`config.mk`:
```
export PLATFORM = sky130hd
export DESIGN_NAME = go_back_n_sender_unit
export DESIGN_NICKNAME = d
export VERILOG_FILES = /design/src/sv/gbn_pkg.sv /design/src/sv/go_back_n_sender_unit.sv /design/src/sv/gbn_retx.sv
export SDC_FILE = /design/constraint.sdc
export NUM_CORES = 1
export LEC_CHECK = 0
export BUFFER_PORTS_ARGS = -buffer_cell sky130_fd_sc_hd__buf_2
export CORE_UTILIZATION = 50
export CTS_CLUSTER_SIZE = 12
export DETAILED_ROUTE_END_ITERATION = 12
export MAX_ROUTING_LAYER = met4
export PLACE_DENSITY_LB_ADDON = 0.1
export SETUP_SLACK_MARGIN = 0.05
export SLEW_MARGIN = 5
export SYNTH_ARGS = -nofsm -noshare
export SYNTH_HDL_FRONTEND = slang
export SYNTH_SLANG_ARGS = --single-unit
```
`constraint.sdc`:
```
create_clock -name clk -period 11.7 [get_ports clk]
set_input_delay 2.34 -clock clk [delete_from_list [all_inputs] [get_ports clk]]
set_output_delay 2.34 -clock clk [all_outputs]
set_load 0.02 [all_outputs]
```
`src/sv/gbn_pkg.sv`:
```
// ----------------------------------------------------------------------------
// gbn_pkg
// Shared constants and types for the go-back-n sender.
// ----------------------------------------------------------------------------
package gbn_pkg;

  localparam int SEQ_W  = 16;
  localparam int DATA_W = 32;

  // input commands
  localparam logic [1:0] CMD_OFFER = 2'd0;
  localparam logic [1:0] CMD_ACK   = 2'd1;
  localparam logic [1:0] CMD_TICK  = 2'd2;

  // result status codes
  localparam logic [2:0] ST_SENT      = 3'd0;
  localparam logic [2:0] ST_RETX      = 3'd1;
  localparam logic [2:0] ST_REFUSED   = 3'd2;
  localparam logic [2:0] ST_ACK_OK    = 3'd3;
  localparam logic [2:0] ST_ACK_IGN   = 3'd4;
  localparam logic [2:0] ST_TICK_IDLE = 3'd5;

  // register indexes on the config port
  localparam logic REG_TOTAL   = 1'b0;
  localparam logic REG_TIMEOUT = 1'b1;

  // one retransmitted word as read back from the buffer
  typedef struct packed {
    logic [SEQ_W-1:0]  seq;
    logic [DATA_W-1:0] data;
    logic              last;
  } retx_word_t;

endpackage

```
`src/sv/go_back_n_sender_unit.sv`:
```
// ----------------------------------------------------------------------------
// go_back_n_sender_unit
// Go-back-N ARQ sender: window bookkeeping, payload buffer, retransmit.
// ----------------------------------------------------------------------------
// Offers, acks and ticks each give one result word, but a tick that hits the
// timeout replays every outstanding packet (up to WINDOW) instead, oldest first,
// one word per cycle while the output is not stalled, through the buffer's single
// read port; the input is stalled while the burst drains.
// The buffer is a synchronous RAM of WINDOW words, slot = sequence mod WINDOW,
// tracked incrementally by base and next slot pointers.
module go_back_n_sender_unit import gbn_pkg::*; #(
  parameter int WINDOW = 4
) (
  input  logic              clk,
  input  logic              rst,
  // input channel
  input  logic              in_valid,
  output logic              in_stall,
  input  logic [1:0]        command,
  input  logic [DATA_W-1:0] payload,
  input  logic [SEQ_W-1:0]  ack_number,
  // output channel
  output logic              out_valid,
  input  logic              out_stall,
  output logic [2:0]        status,
  output logic [SEQ_W-1:0]  sequence_res,
  output logic [DATA_W-1:0] packet_data,
  output logic              all_done,
  output logic              last,
  // config port
  input  logic              psel,
  input  logic              penable,
  input  logic              pwrite,
  input  logic [2:0]        paddr,
  input  logic [31:0]       pwdata,
  output logic [31:0]       prdata,
  output logic              pready
);

  localparam int SLOT_W = (WINDOW > 1) ? $clog2(WINDOW) : 1;
  localparam int CNT_W  = $clog2(WINDOW + 1);
  localparam logic [SLOT_W-1:0] LAST_SLOT  = SLOT_W'(WINDOW - 1);
  localparam logic [SLOT_W-1:0] RESET_SLOT = SLOT_W'(1 % WINDOW);
  localparam logic [CNT_W-1:0]  WIN_C      = CNT_W'(WINDOW);

  // registers
  logic [SEQ_W-1:0]  total_packets;
  logic [SEQ_W-1:0]  timeout_ticks;
  logic [SEQ_W-1:0]  window_base, window_base_next;
  logic [SEQ_W-1:0]  next_sequence, next_sequence_next;
  logic [SEQ_W-1:0]  elapsed_ticks, elapsed_ticks_next;
  logic [SLOT_W-1:0] base_slot, base_slot_next;
  logic [SLOT_W-1:0] next_slot, next_slot_next;

  // combinational
  logic              in_acc;
  logic              out_free;
  logic [SEQ_W:0]    base17, next17, ack17, outstanding;
  logic [SEQ_W-1:0]  elapsed_inc;
  logic [CNT_W-1:0]  diff, nsl;
  logic              wr_en;
  logic              start;
  logic [CNT_W-1:0]  start_count;
  logic [2:0]        res_status;
  logic [SEQ_W-1:0]  res_seq;
  logic [DATA_W-1:0] res_data;
  logic              busy;
  logic              rd_valid;
  retx_word_t        rd_word;
  logic              cfg_wr;

  // ---- config port ----
  assign pready = 1'b1;
  assign cfg_wr = psel && penable && pwrite;

  always_ff @(posedge clk) begin
    if (rst) begin
      total_packets <= 16'd10;
      timeout_ticks <= 16'd5;
    end else if (cfg_wr) begin
      case (paddr[2])
        REG_TOTAL:   total_packets <= pwdata[SEQ_W-1:0];
        REG_TIMEOUT: timeout_ticks <= pwdata[SEQ_W-1:0];
        default:     ;
      endcase
    end
  end

  always_comb begin
    case (paddr[2])
      REG_TOTAL:   prdata = {16'd0, total_packets};
      REG_TIMEOUT: prdata = {16'd0, timeout_ticks};
      default:     prdata = '0;
    endcase
  end

  // ---- handshake ----
  assign out_free = !out_valid || !out_stall;
  assign in_stall = busy || !out_free;
  assign in_acc   = in_valid && !in_stall;

  // stored 0 stands for sequence 65536
  assign base17 = {window_base == '0, window_base};
  assign next17 = {next_sequence == '0, next_sequence};
  assign ack17  = {1'b0, ack_number};
  assign outstanding = next17 - base17;
  assign diff        = CNT_W'(next17 - ack17 - 1'b1);
  assign nsl         = CNT_W'(next_slot);
  assign elapsed_inc = (elapsed_ticks == '1) ? elapsed_ticks : elapsed_ticks + 1'b1;

  always_comb begin
    window_base_next   = window_base;
    next_sequence_next = next_sequence;
    elapsed_ticks_next = elapsed_ticks;
    base_slot_next     = base_slot;
    next_slot_next     = next_slot;
    wr_en       = 1'b0;
    start       = 1'b0;
    start_count = (outstanding > (SEQ_W + 1)'(WINDOW)) ? WIN_C : outstanding[CNT_W-1:0];
    res_status  = ST_REFUSED;
    res_seq     = '0;
    res_data    = '0;
    case (command)
      CMD_OFFER: begin
        if (outstanding < (SEQ_W + 1)'(WINDOW) && next17 <= {1'b0, total_packets}) begin
          wr_en              = in_acc;
          next_sequence_next = next_sequence + 1'b1;
          next_slot_next     = (next_slot == LAST_SLOT) ? '0 : next_slot + 1'b1;
          res_status         = ST_SENT;
          res_seq            = next_sequence;
          res_data           = payload;
        end
      end
      CMD_ACK: begin
        if (ack17 >= base17 && ack17 < next17) begin
          window_base_next   = ack_number + 1'b1;
          elapsed_ticks_next = '0;
          // new base slot sits diff slots behind the next slot
          if (nsl >= diff) begin
            base_slot_next = SLOT_W'(nsl - diff);
          end else begin
            base_slot_next = SLOT_W'(WIN_C - (diff - nsl));
          end
          res_status = ST_ACK_OK;
        end else begin
          res_status = ST_ACK_IGN;
        end
      end
      CMD_TICK: begin
        res_status = ST_TICK_IDLE;
        if (outstanding == '0) begin
          elapsed_ticks_next = '0;
        end else if (elapsed_inc < timeout_ticks) begin
          elapsed_ticks_next = elapsed_inc;
        end else begin
          elapsed_ticks_next = '0;
          start              = in_acc;
        end
      end
      default: ;
    endcase
  end

  always_ff @(posedge clk) begin
    if (rst) begin
      window_base   <= 16'd1;
      next_sequence <= 16'd1;
      elapsed_ticks <= '0;
      base_slot     <= RESET_SLOT;
      next_slot     <= RESET_SLOT;
    end else if (in_acc) begin
      window_base   <= window_base_next;
      next_sequence <= next_sequence_next;
      elapsed_ticks <= elapsed_ticks_next;
      base_slot     <= base_slot_next;
      next_slot     <= next_slot_next;
    end
  end

  gbn_retx #(
    .WINDOW (WINDOW),
    .SLOT_W (SLOT_W),
    .CNT_W  (CNT_W)
  ) u_retx (
    .clk         (clk),
    .rst         (rst),
    .wr_en       (wr_en),
    .wr_slot     (next_slot),
    .wr_data     (payload),
    .start       (start),
    .start_slot  (base_slot),
    .start_seq   (window_base),
    .start_count (start_count),
    .take        (out_free),
    .busy        (busy),
    .rd_valid    (rd_valid),
    .rd_word     (rd_word)
  );

  // ---- output register ----
  always_ff @(posedge clk) begin
    if (rst) begin
      out_valid <= 1'b0;
    end else if ((in_acc && !start) || (rd_valid && out_free)) begin
      out_valid <= 1'b1;
    end else if (!out_stall) begin
      out_valid <= 1'b0;
    end
  end

  always_ff @(posedge clk) begin
    if (in_acc && !start) begin
      status       <= res_status;
      sequence_res <= res_seq;
      packet_data  <= res_data;
      all_done     <= {window_base_next == '0, window_base_next} > {1'b0, total_packets};
      last         <= 1'b1;
    end else if (rd_valid && out_free) begin
      status       <= ST_RETX;
      sequence_res <= rd_word.seq;
      packet_data  <= rd_word.data;
      all_done     <= base17 > {1'b0, total_packets};
      last         <= rd_word.last;
    end
  end

endmodule

```
`src/sv/gbn_retx.sv`:
```
// ----------------------------------------------------------------------------
// gbn_retx
// Unacked payload buffer with the retransmit read sequencer.
// ----------------------------------------------------------------------------
module gbn_retx import gbn_pkg::*; #(
  parameter int WINDOW = 4,
  parameter int SLOT_W = 2,
  parameter int CNT_W  = 3
) (
  input  logic              clk,
  input  logic              rst,
  input  logic              wr_en,
  input  logic [SLOT_W-1:0] wr_slot,
  input  logic [DATA_W-1:0] wr_data,
  input  logic              start,
  input  logic [SLOT_W-1:0] start_slot,
  input  logic [SEQ_W-1:0]  start_seq,
  input  logic [CNT_W-1:0]  start_count,
  input  logic              take,
  output logic              busy,
  output logic              rd_valid,
  output retx_word_t        rd_word
);

  localparam logic [SLOT_W-1:0] LAST_SLOT = SLOT_W'(WINDOW - 1);

  logic [DATA_W-1:0] mem [WINDOW];

  logic [CNT_W-1:0]  remaining;
  logic [SLOT_W-1:0] rd_addr;
  logic [SEQ_W-1:0]  seq;
  logic              pending;
  logic              issue;

  // next read may go out as the pending word is taken
  assign issue    = (remaining != '0) && (!pending || take);
  assign busy     = (remaining != '0) || pending;
  assign rd_valid = pending;

  always_ff @(posedge clk) begin
    if (rst) begin
      remaining <= '0;
      pending   <= 1'b0;
    end else begin
      if (start) begin
        remaining <= start_count;
      end else if (issue) begin
        remaining <= remaining - 1'b1;
      end
      if (issue) begin
        pending <= 1'b1;
      end else if (take) begin
        pending <= 1'b0;
      end
    end
  end

  always_ff @(posedge clk) begin
    if (start) begin
      rd_addr <= start_slot;
      seq     <= start_seq;
    end else if (issue) begin
      rd_addr <= (rd_addr == LAST_SLOT) ? '0 : rd_addr + 1'b1;
      seq     <= seq + 1'b1;
    end
  end

  always_ff @(posedge clk) begin
    if (wr_en) begin
      mem[wr_slot] <= wr_data;
    end
    if (issue) begin
      rd_word.data <= mem[rd_addr];
      rd_word.seq  <= seq;
      rd_word.last <= (remaining == CNT_W'(1));
    end
  end

endmodule

```
# Yosys cells after proc, flatten, opt, wreduce, memory -nomap -nowiden
# Memory sizes are Yosys's and may differ from the RTL's. A register that Yosys moved wholly into a read port is not among the register bits.
# Cells that the tools add are included.
# totals
ff_bits	177
mem_bits_rw	128
input_bits	92
out_inout_bits	88
n_memories	1
# memory_table
name	depth	word_bits	read_ports	rd_ports_with_merged_regs	write_ports	line_no	text
u_retx.mem	4	32	1	1	1	gbn_retx.sv:27	logic [DATA_W-1:0] mem [WINDOW];
# op_classes
add_sub_neg	13
n_lt_le_gt_ge	9
eq_ne	8
mux	44
bitwise	1
reduce_logical	34
# ops
cell	count
16-bit two-way mux	12
32-bit two-way mux	4
16-bit by 1-bit adder with 16-bit output, second input constant	4
32-bit case mux with 2 select lines	1
16-bit logical NOT	3
17-bit by 16-bit > comparator with 1-bit output	2
16-bit case mux with 2 select lines	1
3-bit two-way mux	6
16-bit by 17-bit greater-or-equal comparator with 1-bit output	1
17-bit by 3-bit > comparator with 1-bit output, second input constant	1
17-bit by 16-bit <= comparator with 1-bit output	1
17-bit logical NOT	1
16-bit by 17-bit < comparator with 1-bit output	1
17-bit by 3-bit < comparator with 1-bit output, second input constant	1
17-bit subtractor	1
16-bit equality test, second input constant	1
16-bit < comparator	1
1-bit two-way mux	13
2-bit two-way mux	6
3-bit case mux with 3 select lines	1
3-bit AND reduction	3
1-bit logical AND	8
2-bit nonzero test	4
2-bit equality test, second input constant	3
other kinds (16)	29

# Depth between registers and ports, before layout
# Gate-level depths: netlist of run 1.
# depth
word_depth	13
ltp_mapped	23
depth_no_buf	22

# Modules after synthesis
# From an unflattened synthesis of run 1, not the netlist that was laid out.
# unflattened
hier_cells	1502
hier_area_um2	17247.8
# by_module_without_submodules
module	n_inst	cells_per_inst	area_per_inst_um2	seq_area_each_um2
go_back_n_sender_unit	1	1153	9851.9	3283.1
gbn_retx	1	349	7395.8	5935.7

# Worst setup path before layout of run 1
# OpenSTA, ideal clock, no wires.
# synth_path
path_kind	in2reg
start	input port ack_number[8]
end	register all_done (data pin)
setup_time_ps	261
arrival_ps	6007
slack_ps	5432
path_stages	21
path_cell_list	ha_1 a21oi_1 nor2_1 a2111oi_0 nor2_1 o211ai_1 a21oi_1 nor3_1 clkbuf_1 o21ai_0 ha_1 nor2b_1 nor3_1 o21ai_0 a21oi_1 nor3_1 o311ai_0 nand2_1 a21oi_1 o21ai_0 a311o_1
# synth_between
elab_chain_len	7
# synth_rtl
item	line_no	text
start, declared	go_back_n_sender_unit.sv:21	input logic [SEQ_W-1:0] ack_number,
16-bit by 17-bit greater-or-equal comparator with 1-bit output / 16-bit by 17-bit < comparator with 1-bit output (equally long branches)	go_back_n_sender_unit.sv:135	if (ack17 >= base17 && ack17 < next17) begin
1-bit logical AND *	go_back_n_sender_unit.sv:135	
16-bit two-way mux *	go_back_n_sender_unit.sv:135	
16-bit two-way mux *	go_back_n_sender_unit.sv:123	case (command)
named net window_base_next[1]	go_back_n_sender_unit.sv:49	logic [SEQ_W-1:0] window_base, window_base_next;
16-bit logical NOT	go_back_n_sender_unit.sv:216	all_done <= {window_base_next == '0, window_base_next} > {1'b0, total_packets};
17-bit by 16-bit > comparator with 1-bit output *	go_back_n_sender_unit.sv:216	
1-bit two-way mux *	go_back_n_sender_unit.sv:212	if (in_acc && !start) begin
end signal, assigned	go_back_n_sender_unit.sv:216	
end signal, assigned	go_back_n_sender_unit.sv:222	all_done <= base17 > {1'b0, total_packets};
end, declared	go_back_n_sender_unit.sv:28	output logic all_done,
# Mark *: on every way through the listed nets, which the timed path passes. The rest lies on a longest branch.
# A chain may end at the register's enable or synchronous reset.

# Worst setup path in the final report of run 1
# Ends and elaborated chain as after synthesis.

==> results of run 1 <==
state kept, by name, indices dropped and copies added, names as in the netlist, 3 cells and up:
| name | flops |
|---|---|
| elapsed_ticks | 16 |
| next_sequence | 16 |
| packet_data | 32 |
| sequence_res | 16 |
| status | 3 |
| timeout_ticks | 16 |
| total_packets | 16 |
| u_retx.mem | 128 |
| u_retx.rd_word | 49 |
| u_retx.remaining | 3 |
| u_retx.seq | 16 |
| window_base | 16 |
kinds of logic after synthesis:
group | after synthesis | share of synthesized area (%)
flops | 337 | 53.7
simple gates | 431 | 12.2
other cells | 2 | 0.0438
mux | 46 | 5.11
buf+inv | 150 | 3.93
xor+xnor | 48 | 2.49
fa+ha+maj | 126 | 9.23
compound gates | 334 | 13.2
metal layers:
| layer | GRT usage [%] | vias up |
|---|---|---|
| li1 | - | 5806 |
| met1 | 35.3 | 5893 |
| met2 | 38.7 | 418 |
| met3 | 3.25 | 65 |
| met4 | 6.87 | 0 |
| met5 | - | - |
cell usage after synthesis (23+ instances only):
| library cell | count | area, µm² |
|---|---|---|
| a21oi_1 | 90 | 450 |
| a211oi_1 | 25 | 188 |
| nand2_1 | 149 | 559 |
| ha_1 | 125 | 1560 |
| mux4_2 | 32 | 721 |
| o21ai_0 | 66 | 330 |
| nand4_1 | 24 | 150 |
| dfxtp_1 | 90 | 1800 |
| edfxtp_1 | 247 | 7420 |
| clkbuf_1 | 29 | 109 |
| a22o_1 | 58 | 508 |
| nand3_1 | 43 | 215 |
| nor2b_1 | 23 | 144 |
| inv_1 | 76 | 285 |
| nor2_1 | 83 | 312 |
| xnor2_1 | 41 | 359 |
metrics by stage:
step / hold WS (ns) / power [µW] / setup WS (ns) / utilization, %
2_1_floorplan: 0.435 / 2580 / 5.43 / -
3_3_place_gp: 0.442 / 2900 / 5.00 / 54.3
3_5_place_dp: 0.446 / 2920 / 4.91 / 54.3
4_1_cts: 0.454 / 4060 / 5.43 / 57.8
5_1_grt: 0.476 / 4200 / 4.70 / 57.8
6_report: 0.455 / 4010 / 5.27 / 57.8
worst max-delay path, cell delays in order:
cell and delay [ns]:
buf_2 0.15, ha_1 0.33, a21oi_1 0.16, nor2_1 0.05, a2111oi_0 0.43, nor2_1 0.11, o211ai_1 0.21, a21oi_1 0.14
nor3_2 0.16, buf_4 0.33, o21ai_0 0.14, ha_1 0.31, nor2b_1 0.14, nor3_1 0.14, o21ai_0 0.12, a21oi_1 0.17
nor3_1 0.07, o311ai_0 0.39, nand2_1 0.09, a21oi_1 0.15, o21ai_0 0.18, a311o_1 0.38
layout make-up:
type	count	area (µm²)	area share, %
flip-flops and latches	337	9220	47.4
multi-input cells	1002	7340	37.8
clock buffers	54	1070	5.52
repair buffers	160	841	4.33
well taps	448	561	2.88
inverters	77	289	1.49
clock inverters	13	110	0.566
diodes	1	2.50	0.0129
power breakdown:
part / internal, µW / leakage [µW] / total, µW / switching (µW)
clock network: 665 / 0.000576 / 1130 / 465
logic: 424 / 0.00377 / 1110 / 685
registers: 1680 / 0.00304 / 1770 / 95.9
worst max path at each step:
stage | slack [ns] | from | endpoint | cells past startpoint
floorplan | 5.43 | ack_number[8] | all_done | 21
CTS | 5.43 | ack_number[8] | all_done | 22
detailed placement | 4.91 | ack_number[8] | all_done | 22
global route | 4.70 | ack_number[8] | all_done | 22
finish | 5.27 | ack_number[8] | all_done | 22
global placement | 5.00 | ack_number[8] | all_done | 22
==> results.cfg, run 1 <==
[worst_hold_path]
worstHoldEndpoint = total_packets[5]
hold_depth = 2
min_path_type = reg2reg
hp-start = total_packets[5]

[setup_path]
critPathLaunchType = input pin
rr_worst_depth = 21
reg2reg_from = elapsed_ticks[0]
worstPathMaxFanout = 35
cp.arrival_ns = 6.70
worstSetupPathType = in2reg
cp-end-kind = flip-flop
cp.required_ns = 11.98
worstReg2RegEnd = packet_data[5]
setup.reg_to_reg.worst_slack_ns = 5.86

[drt]
routed.top_layer = met4
route.final.wire_length_um = 42600
wl_per_cell_um = 20.4
wl_met1_um = 19700
vias = 12200
drc = 0
wl_met2_um = 19300
vias_per_cell = 5.82
detail-route-antenna-nets = 0
dr.pass1.iters = 7
wl_met3_um = 2620
drt_iter0_drc = 911

[yosys]
ys_async_sr_fraction_pct = 0
synth_area_um2 = 17200
ys.flop_type = edfxtp_1
syn_inst = 1474
synth_cell_type_count = 77
synth_seq_area_share_pct = 53.7
ys_ff_latch = 337
synth_edf_count = 247
syn_avg_cell_area_um2 = 11.6
yosysWarnings = 0

[floorplanning]
start_util_pct = 51.0
design.die.area_um2 = 35100
die_w_um = 187
die_h_um = 187
core_area_um2 = 33600
io-pin-count = 180
rows = 67

[timing]
fmax_mhz = 156
rsz0062_at_grt = false
max_slew_margin_pct = 14.7
setup_viol = 0
setup_tns_ns = 0
finalCritPeriodShare_pct = 54.9
worst_pin_slew_ns = 1.28
fin_skew_ns = 0.0179
period_minus_slack_ns = 6.43
slew_violations = 0
hold_viol = 0

[placed_design]
placed_cells = 2024
dpl.hpwl_um = 29900
finalWeightedCongestion = 0.917
dpl-instance-area_um2 = 18300
io_buffers = 144

[clock_tree]
cts_max_level = 2
cts_tree = yes
clock_latency_ns = 0.52
cts_inserted_buffers = 38
cts_setup_buffers = 0
clk_pin_slew_ns = 0.06
cts-root-buf = clkbuf_16
cts_sinks = 337
hold_buffers = 0
cts_buffer_depth = 3
cts_resized = 0

[layout]
fin_nets = 1834
layout.cells.non_filler = 2092
fillers = 2833
layout_commonest_cell = edfxtp_1
stdcell_area_um2 = 19400
drive_above_1_share_pct = 16.1
area.growth.synth_to_final_pct = 13.3
final_cell_mix = edfxtp_1, nand2_1, buf_2

[status]
status = completed

[global_route]
grt_pass1_vias = 11800
grt-ovfl-total = 0
grt_use_total_pct = 25.2
antenna_found_initial = 1
grt_max_degree = 74
grt_pass1_wl_um = 66800

[power]
powerDensity_nw_per_um2 = 206
leakage_uw = 0.00739
ir_drop_mv = 0.145

[run]
maxCapViolations = 0
(Power assumes the default switching activity.)
==> inputs of run 2 (changes only) <==
- ABC_AREA: default -> 1
- clock period: 11.7 -> 6.6 ns (I/O delays scaled with it)
==> results.cfg, run 2 <==
[yosys]
ys.flop_type = edfxtp_1
synth_adder_area_share_pct = 8.57
ys_async_sr_fraction_pct = 0
yosysWarnings = 0
synth_top_area_share_pct = 40.1
synth_seq_area_share_pct = 49.9
synth_top_cell_by_area = edfxtp_1
synth_top_family_by_area = simple AND/OR/NAND/NOR gates
synthMostInstantiatedCell = nand2_1
synth_area_leaders = edfxtp_1, dfxtp_1, ha_1, nand2_1, o21ai_0
synthTopCellsByCount = nand2_1, edfxtp_1, nor2_1
synth_mux_area_share_pct = 0
synth_area_um2 = 18500
synth_edf_count = 247
synth_compound_area_share_pct = 12.1
synth-xor-area-share_pct = 2.74
syn_inst = 2028
synth_cell_type_count = 51
synthSimpleGateAreaFrac_pct = 20.0
ys_ff_latch = 337
syn_avg_cell_area_um2 = 9.11

[setup_path]
worstPathMaxFanout = 40
rr_worst_depth = 20
worstSetupPathType = reg2reg
cp.required_ns = 6.83
reg2reg_from = elapsed_ticks[0]
cp-startpoint = elapsed_ticks[0]
cp-end-kind = flip-flop
cp.arrival_ns = 5.28
critPathLaunchType = flip-flop

[floorplanning]
rows = 70
die_h_um = 194
io-pin-count = 180
core_area_um2 = 36500
design.die.area_um2 = 37700
start_util_pct = 50.6
die_w_um = 194

[layout]
multi_input_area_um2 = 8120
top_regs = u_retx.mem (128), u_retx.rd_word (49), packet_data (32)
final_cell_mix = nand2_1, edfxtp_1, nor2_1
area.growth.synth_to_final_pct = 11.9
fillers = 3307
drive_above_1_share_pct = 14.2
layout_commonest_cell = nand2_1
seqCellArea_um2 = 9220
largest_register_ffs = 128
fin_nets = 2373
regMostFlops = u_retx.mem

[power]
ir_drop_mv = 0.229
leakage_uw = 0.00860
power_uw = 7660
powerDensity_nw_per_um2 = 371

[placed_design]
dpl.hpwl_um = 33100
finalWeightedCongestion = 0.913
io_buffers = 144

[clock_tree]
cts_setup_buffers = 0
clk_pin_slew_ns = 0.06
cts-root-buf = clkbuf_16
cts_sinks = 337
cts_tree = yes
cts_inserted_buffers = 38
cts_buffer_depth = 3
cts_max_level = 2
clock_latency_ns = 0.54
cts_resized = 0
hold_buffers = 0

[global_route]
grt_max_degree = 67
grt-ovfl-total = 0
grt_pass1_wl_um = 76400
antenna_found_initial = 1
grt_use_total_pct = 26.6
grt_pass1_vias = 14000

[worst_hold_path]
hp-start = u_retx.seq[15]
hold_depth = 0
min_path_type = reg2reg

[timing]
hold_viol = 0
slew_violations = 0
max_slew_margin_pct = 25.2
period_minus_slack_ns = 5.05
holdWs_ns = 0.472
fmax_mhz = 198
setup_viol = 0
finalCritPeriodShare_pct = 76.5
setup_tns_ns = 0
fin_skew_ns = 0.0210
rsz0062_at_grt = false
worst_pin_slew_ns = 1.12

[drt]
vias_per_cell = 5.53
vias = 14600
detail-route-antenna-nets = 0
drc = 0
wl_per_cell_um = 18.2
route.final.wire_length_um = 48300
dr.pass1.iters = 7
drt_iter0_drc = 1094

[status]
status = completed

[run]
maxCapViolations = 0
[run 2: final cells by class]
cell class                      count  share of cell area (%)
Sequential cell                   337                    44.6
Multi-Input combinational cell   1434                    39.3
Clock buffer                       48                    4.98
Timing Repair Buffer              161                    4.16
Inverter                          183                    3.32
Tap cell                          468                    2.83
Clock inverter                     16                   0.853
Antenna cell                        1                  0.0121
[run 2: metal layers]
metal  global-route usage (%)  part of all wire, %  vias up  wire (µm)
met2                     43.8                   48      424      23300
met1                     35.0                   44     6939      21500
met5                        -                    0        -          0
met4                     7.03                  1.9        0        918
met3                     2.99                  5.3       66       2560
li1                         -                    -     7216          -
[run 2: worst paths after layout]
kind | endpoint | slack [ns]
worst max-delay path | sequence_res[11] | 1.55
worst min-delay path | u_retx.rd_word[48] | 0.47
worst max register to register | sequence_res[11] | 1.55
worst min register to register | u_retx.rd_word[48] | 0.47
[run 2: power breakdown]
group | internal, µW | switching (µW)
combinational | 718 | 1750
clock | 1220 | 834
sequential | 2960 | 182
[run 2: cell families (layout without fill, tap and decap cells)]
| logic type | after synthesis | in the layout |
|---|---|---|
| and+or+nand+nor | 829 | 829 |
| AOI/OAI and AO/OA | 406 | 406 |
| DFF | 337 | 337 |
| buffers and inverters | 272 | 408 |
| adders and majority gates | 126 | 126 |
| xor gates and xnor gates | 56 | 56 |
| other | 2 | 18 |
[run 2: through the flow]
stage | cell area [µm²] | instances | util, % | worst slack [ns]
floorplan | 18500 | 2043 | - | 2.05
global placement | 19500 | 2583 | 53.3 | 1.59
detailed placement | 19500 | 2583 | 53.3 | 1.53
CTS | 20700 | 2647 | 56.6 | 1.52
global route | 20700 | 2648 | 56.6 | 0.993
finish | 20700 | 2648 | 56.6 | 1.55
[run 2: critical path, cell delays in order (launching register included)]
cell,delay [ns]
dfxtp_1,0.42
ha_1,0.21
inv_1,0.08
nor2_4,0.16
nand2_1,0.07
nor3_1,0.24
nand2_1,0.15
nor3_1,0.24
nor3_1,0.09
xor2_1,0.22
ha_1,0.30
a21oi_1,0.16
o21ai_0,0.09
nand3_1,0.08
a21oi_1,0.07
a211oi_1,0.32
nand2_4,0.11
nand2_4,0.34
nand2_4,0.46
nand2_2,0.59
buf_4,0.31
